`src/rtl/stepper_tone_generator_assert.svh`:
```
// Assertion macros for the stepper tone generator.
// Included by the modules that check their own sequencing and datapath.
`ifndef STEPPER_TONE_GENERATOR_ASSERT_SVH
`define STEPPER_TONE_GENERATOR_ASSERT_SVH

// Checks an implication or condition at every clock edge outside reset.
`define STG_ASSERT(lbl, prop) \
  lbl: assert property (@(posedge clk) disable iff (rst) prop) \
    else $error("stepper tone generator check failed");

// Checks that a condition in one cycle is followed by another in the next.
`define STG_ASSERT_NEXT(lbl, cause, effect) \
  lbl: assert property (@(posedge clk) disable iff (rst) (cause) |=> (effect)) \
    else $error("stepper tone generator sequence check failed");

`endif

```
`src/rtl/stg_pkg.sv`:
```
// Shared types, constants and the control program of the stepper tone generator.
// Used by the sequencer, the datapath and the top level.
package stg_pkg;

  localparam int CHANNELS    = 8;
  localparam int PERIOD_BITS = 16;
  localparam int CHAN_BITS   = (CHANNELS > 1) ? $clog2(CHANNELS) : 1;
  localparam int POS_BITS    = 8;
  localparam int PINS        = 8;

  localparam logic [POS_BITS-1:0] TURN_POS_RESET = 8'd158;

  localparam logic CMD_TICK = 1'b0;
  localparam logic CMD_SET  = 1'b1;

  typedef struct packed {
    logic        cmd;
    logic [2:0]  channel;
    logic [15:0] half_period;
  } in_beat_t;

  typedef struct packed {
    logic [PINS-1:0] step_pins;
    logic [PINS-1:0] direction_pins;
    logic [PINS-1:0] select_n;
  } out_beat_t;

  typedef enum logic [2:0] {
    S_FETCH,
    S_DECODE,
    S_SET,
    S_TICK,
    S_EMIT
  } step_t;

  typedef enum logic [2:0] {
    C_ALWAYS,
    C_IN_VALID,
    C_CMD_SET,
    C_LAST_CHAN,
    C_OUT_FREE
  } cond_t;

  typedef struct packed {
    logic  accept;
    logic  write_period;
    logic  tick;
    logic  emit;
    cond_t cond;
    step_t jump_true;
    step_t jump_false;
  } ucode_t;

  typedef struct packed {
    logic                 load_item;
    logic                 write_period;
    logic                 tick;
    logic                 emit;
    logic [CHAN_BITS-1:0] chan;
  } dp_ctrl_t;

  typedef struct packed {
    logic cmd_set;
    logic out_free;
  } dp_stat_t;

  function automatic ucode_t ucode_rom(step_t s);
    ucode_t w;
    w = '{accept: 1'b0, write_period: 1'b0, tick: 1'b0, emit: 1'b0,
          cond: C_ALWAYS, jump_true: S_FETCH, jump_false: S_FETCH};
    unique case (s)
      S_FETCH: begin
        w.accept     = 1'b1;
        w.cond       = C_IN_VALID;
        w.jump_true  = S_DECODE;
        w.jump_false = S_FETCH;
      end
      S_DECODE: begin
        w.cond       = C_CMD_SET;
        w.jump_true  = S_SET;
        w.jump_false = S_TICK;
      end
      S_SET: begin
        w.write_period = 1'b1;
        w.cond         = C_ALWAYS;
        w.jump_true    = S_EMIT;
        w.jump_false   = S_EMIT;
      end
      S_TICK: begin
        w.tick       = 1'b1;
        w.cond       = C_LAST_CHAN;
        w.jump_true  = S_EMIT;
        w.jump_false = S_TICK;
      end
      S_EMIT: begin
        w.emit       = 1'b1;
        w.cond       = C_OUT_FREE;
        w.jump_true  = S_FETCH;
        w.jump_false = S_EMIT;
      end
      default: begin
        w.cond       = C_ALWAYS;
        w.jump_true  = S_FETCH;
        w.jump_false = S_FETCH;
      end
    endcase
    return w;
  endfunction

endpackage

```
`src/rtl/stepper_tone_generator.sv`:
```
// Eight-channel stepper tone generator. A set beat stores one channel's half-period
// (zero silences it and raises its select_n bit); it passes through the fetch,
// decode, write and emit steps, and its result is registered at the emit step. A tick
// beat visits the channels one per cycle through a single shared count-and-step unit;
// it passes through fetch, decode, the tick sweep over all channels and emit. Every beat
// yields one result with all pins. The result register lets the next beat be taken
// while a result waits; the emit step stalls only while an earlier result is still
// held. The turn-back head position is written through cfg_we/cfg_data.
// Depends on stg_pkg, stg_sequencer and stg_datapath.
module stepper_tone_generator (
  input  logic               clk,
  input  logic               rst,
  input  logic               in_valid,
  output logic               in_ready,
  input  stg_pkg::in_beat_t  in_data,
  output logic               out_valid,
  input  logic               out_ready,
  output stg_pkg::out_beat_t out_data,
  input  logic               cfg_we,
  input  logic [7:0]         cfg_data
);
  import stg_pkg::*;

  dp_ctrl_t ctrl;
  dp_stat_t stat;

  stg_sequencer u_seq (
    .clk      (clk),
    .rst      (rst),
    .in_valid (in_valid),
    .stat     (stat),
    .in_ready (in_ready),
    .ctrl     (ctrl)
  );

  stg_datapath u_dp (
    .clk       (clk),
    .rst       (rst),
    .ctrl      (ctrl),
    .in_data   (in_data),
    .cfg_we    (cfg_we),
    .cfg_data  (cfg_data),
    .out_ready (out_ready),
    .out_valid (out_valid),
    .out_data  (out_data),
    .stat      (stat)
  );

endmodule

```
`src/rtl/stg_sequencer.sv`:
```
// Microcoded sequencer: step counter, control store lookup and channel counter.
// Depends on stg_pkg and the assertion macro header.
`include "stepper_tone_generator_assert.svh"

module stg_sequencer (
  input  logic             clk,
  input  logic             rst,
  input  logic             in_valid,
  input  stg_pkg::dp_stat_t stat,
  output logic             in_ready,
  output stg_pkg::dp_ctrl_t ctrl
);
  import stg_pkg::*;

  localparam logic [CHAN_BITS-1:0] LAST_CHAN = CHAN_BITS'(CHANNELS - 1);

  step_t                step;
  step_t                step_next;
  logic [CHAN_BITS-1:0] chan;
  logic [CHAN_BITS-1:0] chan_next;
  ucode_t               uw;
  logic                 cond_true;

  always_ff @(posedge clk) begin
    if (rst) begin
      step <= S_FETCH;
      chan <= '0;
    end else begin
      step <= step_next;
      chan <= chan_next;
    end
  end

  always_comb begin
    uw = ucode_rom(step);
    unique case (uw.cond)
      C_ALWAYS:    cond_true = 1'b1;
      C_IN_VALID:  cond_true = in_valid;
      C_CMD_SET:   cond_true = stat.cmd_set;
      C_LAST_CHAN: cond_true = (chan == LAST_CHAN);
      C_OUT_FREE:  cond_true = stat.out_free;
      default:     cond_true = 1'b1;
    endcase
    step_next = cond_true ? uw.jump_true : uw.jump_false;
    chan_next = chan;
    if (uw.tick) begin
      chan_next = (chan == LAST_CHAN) ? '0 : chan + 1'b1;
    end
    in_ready          = uw.accept;
    ctrl.load_item    = uw.accept & in_valid;
    ctrl.write_period = uw.write_period;
    ctrl.tick         = uw.tick;
    ctrl.emit         = uw.emit;
    ctrl.chan         = chan;
  end

  `STG_ASSERT_NEXT(a_accept_decodes, in_valid && in_ready, step == S_DECODE)
  `STG_ASSERT(a_chan_idle_zero, (step != S_TICK) |-> (chan == '0))
  `STG_ASSERT_NEXT(a_sweep_ends, (step == S_TICK) && (chan == LAST_CHAN), step == S_EMIT)

endmodule

```
`src/rtl/stg_datapath.sv`:
```
// Datapath: item register, per-channel period, count, head and pin state, result register.
// Depends on stg_pkg and the assertion macro header; driven by stg_sequencer.
`include "stepper_tone_generator_assert.svh"

module stg_datapath (
  input  logic              clk,
  input  logic              rst,
  input  stg_pkg::dp_ctrl_t ctrl,
  input  stg_pkg::in_beat_t in_data,
  input  logic              cfg_we,
  input  logic [7:0]        cfg_data,
  input  logic              out_ready,
  output logic              out_valid,
  output stg_pkg::out_beat_t out_data,
  output stg_pkg::dp_stat_t stat
);
  import stg_pkg::*;

  in_beat_t               item;
  logic [POS_BITS-1:0]    turn_pos;
  logic [PERIOD_BITS-1:0] period_store [CHANNELS];
  logic [PERIOD_BITS-1:0] tick_count [CHANNELS];
  logic [POS_BITS-1:0]    head_position [CHANNELS];
  logic [CHANNELS-1:0]    moving_backward;
  logic [CHANNELS-1:0]    next_step_level;
  logic [CHANNELS-1:0]    step_level_out;

  logic [CHAN_BITS-1:0]   set_idx;
  logic                   set_ok;
  logic [PERIOD_BITS-1:0] set_value;
  logic [PERIOD_BITS-1:0] cur_period;
  logic [PERIOD_BITS-1:0] count_inc;
  logic                   active;
  logic                   hit;
  logic [POS_BITS-1:0]    cur_pos;
  logic                   back_new;
  logic [POS_BITS-1:0]    pos_new;
  out_beat_t              pins;

  always_comb begin
    set_idx    = CHAN_BITS'(item.channel);
    set_ok     = (32'(item.channel) < CHANNELS);
    set_value  = PERIOD_BITS'(item.half_period);
    cur_period = period_store[ctrl.chan];
    count_inc  = tick_count[ctrl.chan] + 1'b1;
    active     = (cur_period != '0);
    hit        = (count_inc >= cur_period);
    cur_pos    = head_position[ctrl.chan];
    if (cur_pos >= turn_pos) begin
      back_new = 1'b1;
    end else if (cur_pos == '0) begin
      back_new = 1'b0;
    end else begin
      back_new = moving_backward[ctrl.chan];
    end
    pos_new       = back_new ? cur_pos - 1'b1 : cur_pos + 1'b1;
    stat.cmd_set  = (item.cmd == CMD_SET);
    stat.out_free = !out_valid || out_ready;
  end

  always_comb begin
    pins.step_pins      = '0;
    pins.direction_pins = '0;
    pins.select_n       = '1;
    for (int i = 0; i < PINS; i++) begin
      if (i < CHANNELS) begin
        pins.step_pins[i]      = step_level_out[CHAN_BITS'(i)];
        pins.direction_pins[i] = moving_backward[CHAN_BITS'(i)];
        pins.select_n[i]       = (period_store[CHAN_BITS'(i)] == '0);
      end
    end
  end

  always_ff @(posedge clk) begin
    if (ctrl.load_item) begin
      item <= in_data;
    end
    if (ctrl.emit && stat.out_free) begin
      out_data <= pins;
    end
  end

  always_ff @(posedge clk) begin
    if (rst) begin
      turn_pos        <= TURN_POS_RESET;
      moving_backward <= '0;
      next_step_level <= '0;
      step_level_out  <= '0;
      out_valid       <= 1'b0;
      for (int i = 0; i < CHANNELS; i++) begin
        period_store[i]  <= '0;
        tick_count[i]    <= '0;
        head_position[i] <= '0;
      end
    end else begin
      if (cfg_we) begin
        turn_pos <= cfg_data;
      end
      if (ctrl.write_period && set_ok) begin
        period_store[set_idx] <= set_value;
      end
      if (ctrl.tick && active) begin
        if (hit) begin
          tick_count[ctrl.chan]      <= '0;
          head_position[ctrl.chan]   <= pos_new;
          moving_backward[ctrl.chan] <= back_new;
          step_level_out[ctrl.chan]  <= next_step_level[ctrl.chan];
          next_step_level[ctrl.chan] <= ~next_step_level[ctrl.chan];
        end else begin
          tick_count[ctrl.chan] <= count_inc;
        end
      end
      if (ctrl.emit && stat.out_free) begin
        out_valid <= 1'b1;
      end else if (out_ready) begin
        out_valid <= 1'b0;
      end
    end
  end

  `STG_ASSERT_NEXT(a_emit_loads, ctrl.emit && stat.out_free, out_valid)
  `STG_ASSERT_NEXT(a_taken_clears, out_valid && out_ready && !ctrl.emit, !out_valid)
  `STG_ASSERT_NEXT(a_period_written, ctrl.write_period && set_ok, period_store[$past(set_idx)] == $past(set_value))

endmodule

```
`config.mk`:
```
export PLATFORM = sky130hd
export DESIGN_NAME = stepper_tone_generator
export DESIGN_NICKNAME = d
export VERILOG_FILES = /design/src/rtl/stg_pkg.sv /design/src/rtl/stepper_tone_generator.sv /design/src/rtl/stg_sequencer.sv /design/src/rtl/stg_datapath.sv
export VERILOG_INCLUDE_DIRS = /design/src /design/src/rtl
export SDC_FILE = /design/constraint.sdc
export NUM_CORES = 1
export LEC_CHECK = 0
export ABC_AREA = 1
export BUFFER_PORTS_ARGS = -buffer_cell sky130_fd_sc_hd__buf_2
export CAP_MARGIN = 10
export CORE_AREA = 2 2 176 178
export CTS_CLUSTER_SIZE = 8
export DETAILED_ROUTE_END_ITERATION = 6
export DIE_AREA = 0 0 178 180
export PLACE_DENSITY = 0.82
export SYNTH_ARGS = -nofsm -noshare
export SYNTH_HDL_FRONTEND = slang
export SYNTH_SLANG_ARGS = --single-unit
```
`constraint.sdc`:
```
create_clock -name clk -period 9.7 [get_ports clk]
set_input_delay 0.485 -clock clk [delete_from_list [all_inputs] [get_ports clk]]
set_output_delay 0.485 -clock clk [all_outputs]
set_load 0.005 [all_outputs]
```
==> results.py, run 1 <==
metrics = {
    "job": {
        "maxCapViolCount": 0,
    },
    "min_path": {
        "hold_start": "in_data[5]",
        "hp-class": "in -> reg",
    },
    "cts": {
        "cts_hold_buf": 0,
        "cts_sinks": 394,
        "clock_path_buffers": 3,
        "clk_latency_ps": 560,
        "cts.repair.resized": 0,
        "cts-htree-levels": 2,
        "cts_tree": "yes",
        "cts.clk_slew.worst_paths_ps": 50,
        "cts_root_buf": "clkbuf_16",
        "post_cts_buffers": 0,
        "cts_buffers": 55,
    },
    "yosys": {
        "synth_seq_area_share": 0.592,
        "yosysMostFrequentCell": "nor2_1",
        "ys.flop_type": "edfxtp_1",
        "synth_top_area_cell": "edfxtp_1",
        "synth_top_area_share": 0.552,
        "synth_commonest_cells": "533 x nor2_1, 495 x nand2_1, 356 x edfxtp_1",
        "ys_ff_latch": 394,
        "synth_edf_count": 356,
        "syn_area_sq_um": 19300,
        "synthTopCellsByArea": "edfxtp_1 55%, nor2_1 10%, nand2_1 9.6%",
        "syn-instance-count": 2177,
        "async_flop_share": 0,
        "ys_warn_count": 0,
        "synth_area_per_cell_sq_um": 8.89,
        "yosysUniqueCellTypes": 44,
    },
    "sta": {
        "drv_slew": 0,
        "rsz0062_at_grt": "no",
        "hold_violations": 0,
        "layout_setup_ws_ps": 3560,
        "slew_headroom": 0.295,
        "min_period_ps": 6140,
        "fin_crit_sh": 0.633,
        "finalClockSkew_ps": 15.8,
        "tightest_slew_ps": 1060,
        "fmax_mhz": 163,
        "finalSetupViolCount": 0,
        "setup_tns_ps": 0,
    },
    "final_layout": {
        "multi_input_area_sq_um": 6420,
        "n_fill_cell": 2168,
        "layout.nets": 2271,
        "area_growth_pct": 9.17,
        "seq_area_sq_um": 11500,
        "n_antenna_cell": 0,
        "drive_gt1_frac": 0.0709,
    },
    "global_routing": {
        "use_met2": 0.496,
        "antenna_found_initial": 0,
        "use_met1": 0.429,
        "overflow": 0,
        "gr-usage-met3": 0.0529,
        "grt_pass1_wl_mm": 77.3,
        "grt_max_degree": 101,
        "grt_pass1_vias": 14600,
        "track_usage": 0.311,
        "busiest_layer": "met2",
    },
    "setup_path": {
        "start_kind": "register",
        "crit_path_top_delay_cell": "buf_4",
        "critPathTopFamily": "simple AND/OR/NAND/NOR gates",
        "crit_arrival_ps": 6540,
        "path_class": "reg -> reg",
        "crit_buf_inv": 2,
        "path_common_cell": "nand2_1",
        "end_kind": "register",
        "path_max_fanout": 100,
        "cp.required_ps": 10100,
        "max_stage_delay_ps": 810,
    },
    "pwr": {
        "p_per_area_nw_per_um2": 191,
        "combPwrFrac": 0.100,
        "switching_share": 0.247,
        "clkPwrFrac": 0.419,
        "p_int_uw": 3040,
        "p_leak_uw": 0.00899,
        "power_frac_seq": 0.481,
        "peakVddDrop_uv": 176,
        "switching_power_uw": 999,
    },
    "outcome": {
        "outcome": "completed",
    },
    "placed_design": {
        "place.gp.congestion": 0.952,
        "dpl.hpwl_mm": 31.7,
        "io_buffer_count": 50,
        "pre_cts_ws_ps": 3780,
    },
    "floorplan": {
        "core_sq_um": 30200,
        "start_util": 0.641,
        "rows": 64,
        "dieArea_sq_um": 32000,
        "die_y_um": 180,
        "io_pins": 59,
        "chipWidth_um": 178,
    },
    "detailed_routing": {
        "drcViolationCount": 0,
        "dr_total_vias": 15300,
        "detail_route.wl_per_cell_um": 18.8,
        "dr.first_iter.drc_count": 2017,
        "viasPerCell": 5.83,
        "drtAntennaViolNets": 0,
        "first_pass_iters": 7,
        "routed_wirelength_mm": 49.4,
    },
}
logic make-up (layout without fill, tap and decap cells):
family,count (synthesis),count (layout),synth area share
AO/OA/AOI/OAI,147,147,0.0410
XOR/XNOR,9,9,0.00485
adder cells (fa/ha/maj),34,34,0.0224
buffers and inverters,345,389,0.0778
flip-flops,394,394,0.592
other,1,8,0.000194
AND/OR/NAND/NOR,1247,1247,0.262
worst paths after layout:
| path | slack, ps | cells past startpoint | endpoint |
|---|---|---|---|
| hold reg to reg | 430 | 0 | u_dp.out_data[18] |
| setup / recovery | 3560 | 25 | u_dp.head_position[1][6] |
| hold / removal | 100 | 1 | u_dp.set_value[5] |
| setup reg to reg | 3560 | 25 | u_dp.head_position[1][6] |
state kept, by name (all words and copies together) (netlist names), named ones only:
| signal | flops |
|---|---|
| u_dp.head_position | 64 |
| u_dp.moving_backward | 8 |
| u_dp.next_step_level | 8 |
| u_dp.out_data | 16 |
| u_dp.out_valid | 1 |
| u_dp.period_store | 128 |
| u_dp.set_idx | 3 |
| u_dp.set_value | 16 |
| u_dp.stat | 1 |
| u_dp.step_level_out | 4 |
| u_dp.tick_count | 128 |
| u_dp.turn_pos | 8 |
| u_seq.chan | 3 |
| u_seq.step | 3 |
routing by layer:
layer | vias to the layer above | part of all wire
met4 | 0 | 0.040
li1 | 7088 | -
met1 | 7133 | 0.39
met2 | 898 | 0.47
met5 | - | 0
met3 | 177 | 0.10
layout by cell type (no fill, tap or decap), drive strengths merged, types with 8 or more instances in the layout:
cell    instances
a21oi          28
buf            62
clkbuf         79
conb            8
dfxtp          38
edfxtp        356
ha             33
inv           247
nand2         514
nand3         131
nand4          30
nor2          538
nor3           18
nor4           13
o21ai          98
worst register-to-register path, stage by stage (launching register included):
cell,delay (ps)
dfxtp_4,360
buf_4,770
buf_4,870
nor2_1,180
nor2_1,120
o21ai_0,110
o21ai_0,130
nand2_1,70
nand2_1,140
ha_1,210
nand2_1,90
nor2_2,160
nand2_2,130
nor2_2,160
nand2_1,70
nand2_1,50
nand2_1,100
ha_1,310
nand4_1,110
nor3_1,210
nand2_1,90
nand3_1,340
nand3_1,320
nor2_1,370
nand2_1,320
nor2_1,210
per-stage QoR:
step | instances | utilization | power [uW] | cell area [sq um] | hold slack, ps
2_1_floorplan | 2184 | - | 2240 | 19400 | 408
3_3_place_gp | 2543 | 0.651 | 2350 | 19600 | 423
3_5_place_dp | 2543 | 0.651 | 2370 | 19600 | 428
4_1_cts | 2624 | 0.700 | 4030 | 21100 | 87.9
5_1_grt | 2624 | 0.700 | 4150 | 21100 | 92.3
6_report | 2624 | 0.700 | 4040 | 21100 | 97.9
power by group through the flow:
stage	registers (uW)	logic, uW	clock network, uW
detailed placement	1970	394	0
CTS	1940	398	1690
global placement	1970	381	0
floorplan	1960	279	0
finish	1940	406	1690
global route	1950	446	1760
area by class of cell:
cell class	instances	area share
Clock buffer	79	0.0694
Clock inverter	2	0.000829
Inverter	246	0.0438
Multi-Input combinational cell	1445	0.304
Sequential cell	394	0.542
Tap cell	396	0.0235
Timing Repair Buffer	62	0.0161
No activity file was read; power rests on OpenSTA's default activity.
==> inputs of run 2 (changes only) <==
CORE_AREA = 2 2 188 190   (was 2 2 176 178)
DIE_AREA = 0 0 190 192   (was 0 0 178 180)
PLACE_DENSITY = 0.76   (was 0.82)
clock period = 5.35 ns   (was 9.7 ns; I/O delays follow)
==> run 2 against run 1 <==
Flip-flop and latch count stayed put. Critical endpoint is now u_dp.tick_count[1][12]. Maximum frequency is 30% higher. Routed wire length up 0.29%. Worst hold slack lost 74 ps. Clock skew is 10 ps higher. Combinational power rose by 92%. Via count shrank 0.71%. Largest power group unchanged. Non-clock buffer count increased by 57. Utilization is 6.4 points lower. Global-route usage is 3.7 points lower. Power up 85%. Die area up 14%.
==> results.py, run 2 (synthesized netlist as in run 1, its figures left out) <==
metrics = {
    "outcome": {
        "outcome": "completed",
    },
    "cts": {
        "cts_root_buf": "clkbuf_16",
        "clock_path_buffers": 3,
        "cts-htree-levels": 2,
        "cts.clk_slew.worst_paths_ps": 50,
        "cts_sinks": 394,
        "cts_buffers": 55,
        "clk_latency_ps": 570,
        "cts_tree": "yes",
        "cts.repair.resized": 0,
        "post_cts_buffers": 0,
        "cts_hold_buf": 30,
    },
    "pwr": {
        "p_per_area_nw_per_um2": 343,
        "peakVddDrop_uv": 355,
        "p_leak_uw": 0.00927,
    },
    "sta": {
        "rsz0062_at_grt": "no",
        "min_period_ps": 4730,
        "hold_violations": 0,
        "layout_setup_ws_ps": 619,
        "tightest_slew_ps": 920,
        "finalSetupViolCount": 0,
        "fmax_mhz": 211,
        "slew_headroom": 0.385,
        "drv_slew": 0,
        "setup_tns_ps": 0,
        "fin_crit_sh": 0.884,
        "finalClockSkew_ps": 25.9,
    },
    "job": {
        "maxCapViolCount": 0,
    },
    "setup_path": {
        "path_max_fanout": 88,
        "ff2ff_path_depth": 22,
        "max_stage_delay_ps": 490,
        "end_kind": "register",
        "start_kind": "register",
        "crit_arrival_ps": 5120,
        "timing.rr.end": "u_dp.tick_count[1][12]",
        "path_common_cell": "nand2_1",
        "cp.required_ps": 5740,
        "r2r_slack_ps": 620,
        "path_class": "reg -> reg",
        "crit_path_top_delay_cell": "dfxtp_4",
        "path_cells": "buf_12, o21ai_0, o22ai_1, nand2_1, nand2_1, ha_1, nand2_1, nor2_2, nand2_2, nor2_4, nand2_1, nand2_1, nand2_1, ha_1, nand4_1, inv_1, a21oi_1, nand3_1, buf_4, nor2_4, nand2_1, nor2_1",
    },
    "min_path": {
        "hold_start": "rst",
        "hp-class": "in -> reg",
        "hold_path_end": "u_dp.out_valid",
        "hold_depth": 2,
    },
    "detailed_routing": {
        "routed_wirelength_mm": 49.6,
        "drtAntennaViolNets": 0,
        "dr.first_iter.drc_count": 1676,
        "first_pass_iters": 5,
        "detail_route.wl_per_cell_um": 18.0,
        "viasPerCell": 5.52,
        "dr_total_vias": 15200,
        "drcViolationCount": 0,
    },
    "global_routing": {
        "grt_pass1_wl_mm": 77.6,
        "grt_pass1_vias": 15000,
        "track_usage": 0.274,
        "overflow": 0,
        "grt_max_degree": 89,
        "antenna_found_initial": 1,
    },
    "placed_design": {
        "place_inst": 2629,
        "pre_cts_ws_ps": 841,
        "io_buffer_count": 50,
        "place.gp.congestion": 0.934,
        "dpl.hpwl_mm": 32.2,
    },
    "final_layout": {
        "final_common_cell": "nor2_1",
        "n_antenna_cell": 0,
        "layout.cells.most_common_list": "532 x nor2_1, 495 x nand2_1, 356 x edfxtp_1",
        "reg_top3": "u_dp.period_store x128, u_dp.tick_count x128, u_dp.head_position x64",
        "area_growth_pct": 12.6,
        "drive_gt1_frac": 0.0814,
        "layoutNonFillerInstCount": 2751,
        "layout.nets": 2328,
    },
    "floorplan": {
        "io_pins": 59,
        "core_sq_um": 34300,
        "start_util": 0.564,
        "rows": 68,
        "die_y_um": 192,
        "dieArea_sq_um": 36500,
        "chipWidth_um": 190,
    },
}
## run 2: changes by cell type in the layout (fill, tap and decap cells not counted)
cell | previous run | this run
clkinv_8 | 0 | 1
clkbuf_1 | 24 | 33
buf_12 | 0 | 1
buf_4 | 12 | 38
clkbuf_16 | 55 | 56
dlygate4sd3_1 | 0 | 30
## run 2: area by class of cell
class / instances / area [sq um]
Fill cell: 2730 / 12500
Sequential cell: 394 / 11500
Multi-Input combinational cell: 1445 / 6420
Clock buffer: 89 / 1530
Inverter: 246 / 926
Timing Repair Buffer: 119 / 856
Tap cell: 455 / 569
Clock inverter: 3 / 33.8
## run 2: where the power goes
group / internal [uW] / switching (uW)
Combinational: 216 / 564
Sequential: 3470 / 43.1
Clock: 1920 / 1250
## run 2: how the worst max path moves through the flow
| stage | from | endpoint | cells past startpoint |
|---|---|---|---|
| 2_1_floorplan | register | u_dp.head_position[0][6] | 27 |
| 3_3_place_gp | register | u_dp.tick_count[1][12] | 22 |
| 3_5_place_dp | register | u_dp.tick_count[3][12] | 22 |
| 4_1_cts | register | u_dp.tick_count[1][12] | 22 |
| 5_1_grt | register | u_dp.tick_count[1][12] | 21 |
| 6_report | register | u_dp.tick_count[1][12] | 22 |
## run 2: stage by stage
stage	util	total power (uW)	hold slack, ps	cell area [sq um]
finish	0.635	7470	24.0	21800
global route	0.635	7700	30.8	21800
CTS	0.635	7460	3.75	21800
detailed placement	0.581	4320	423	19900
global placement	0.581	4290	423	19900
floorplan	-	4060	366	19400
## run 2: layer usage
metal,global-route usage,wire (um),share of wire,vias to the layer above
met1,0.347,19500,0.39,7104
met4,0.123,1870,0.038,0
met2,0.473,24400,0.49,726
met5,0,0,0,-
met3,0.0349,3740,0.075,145
li1,-,-,-,7213
## run 2: worst max-delay path, delay by kind of cell (launching register included)
family,cells,cell delay [ps]
compound gates,3,480
fa+ha+maj,2,510
flops,1,490
buf+inv,3,640
simple gates,14,2420
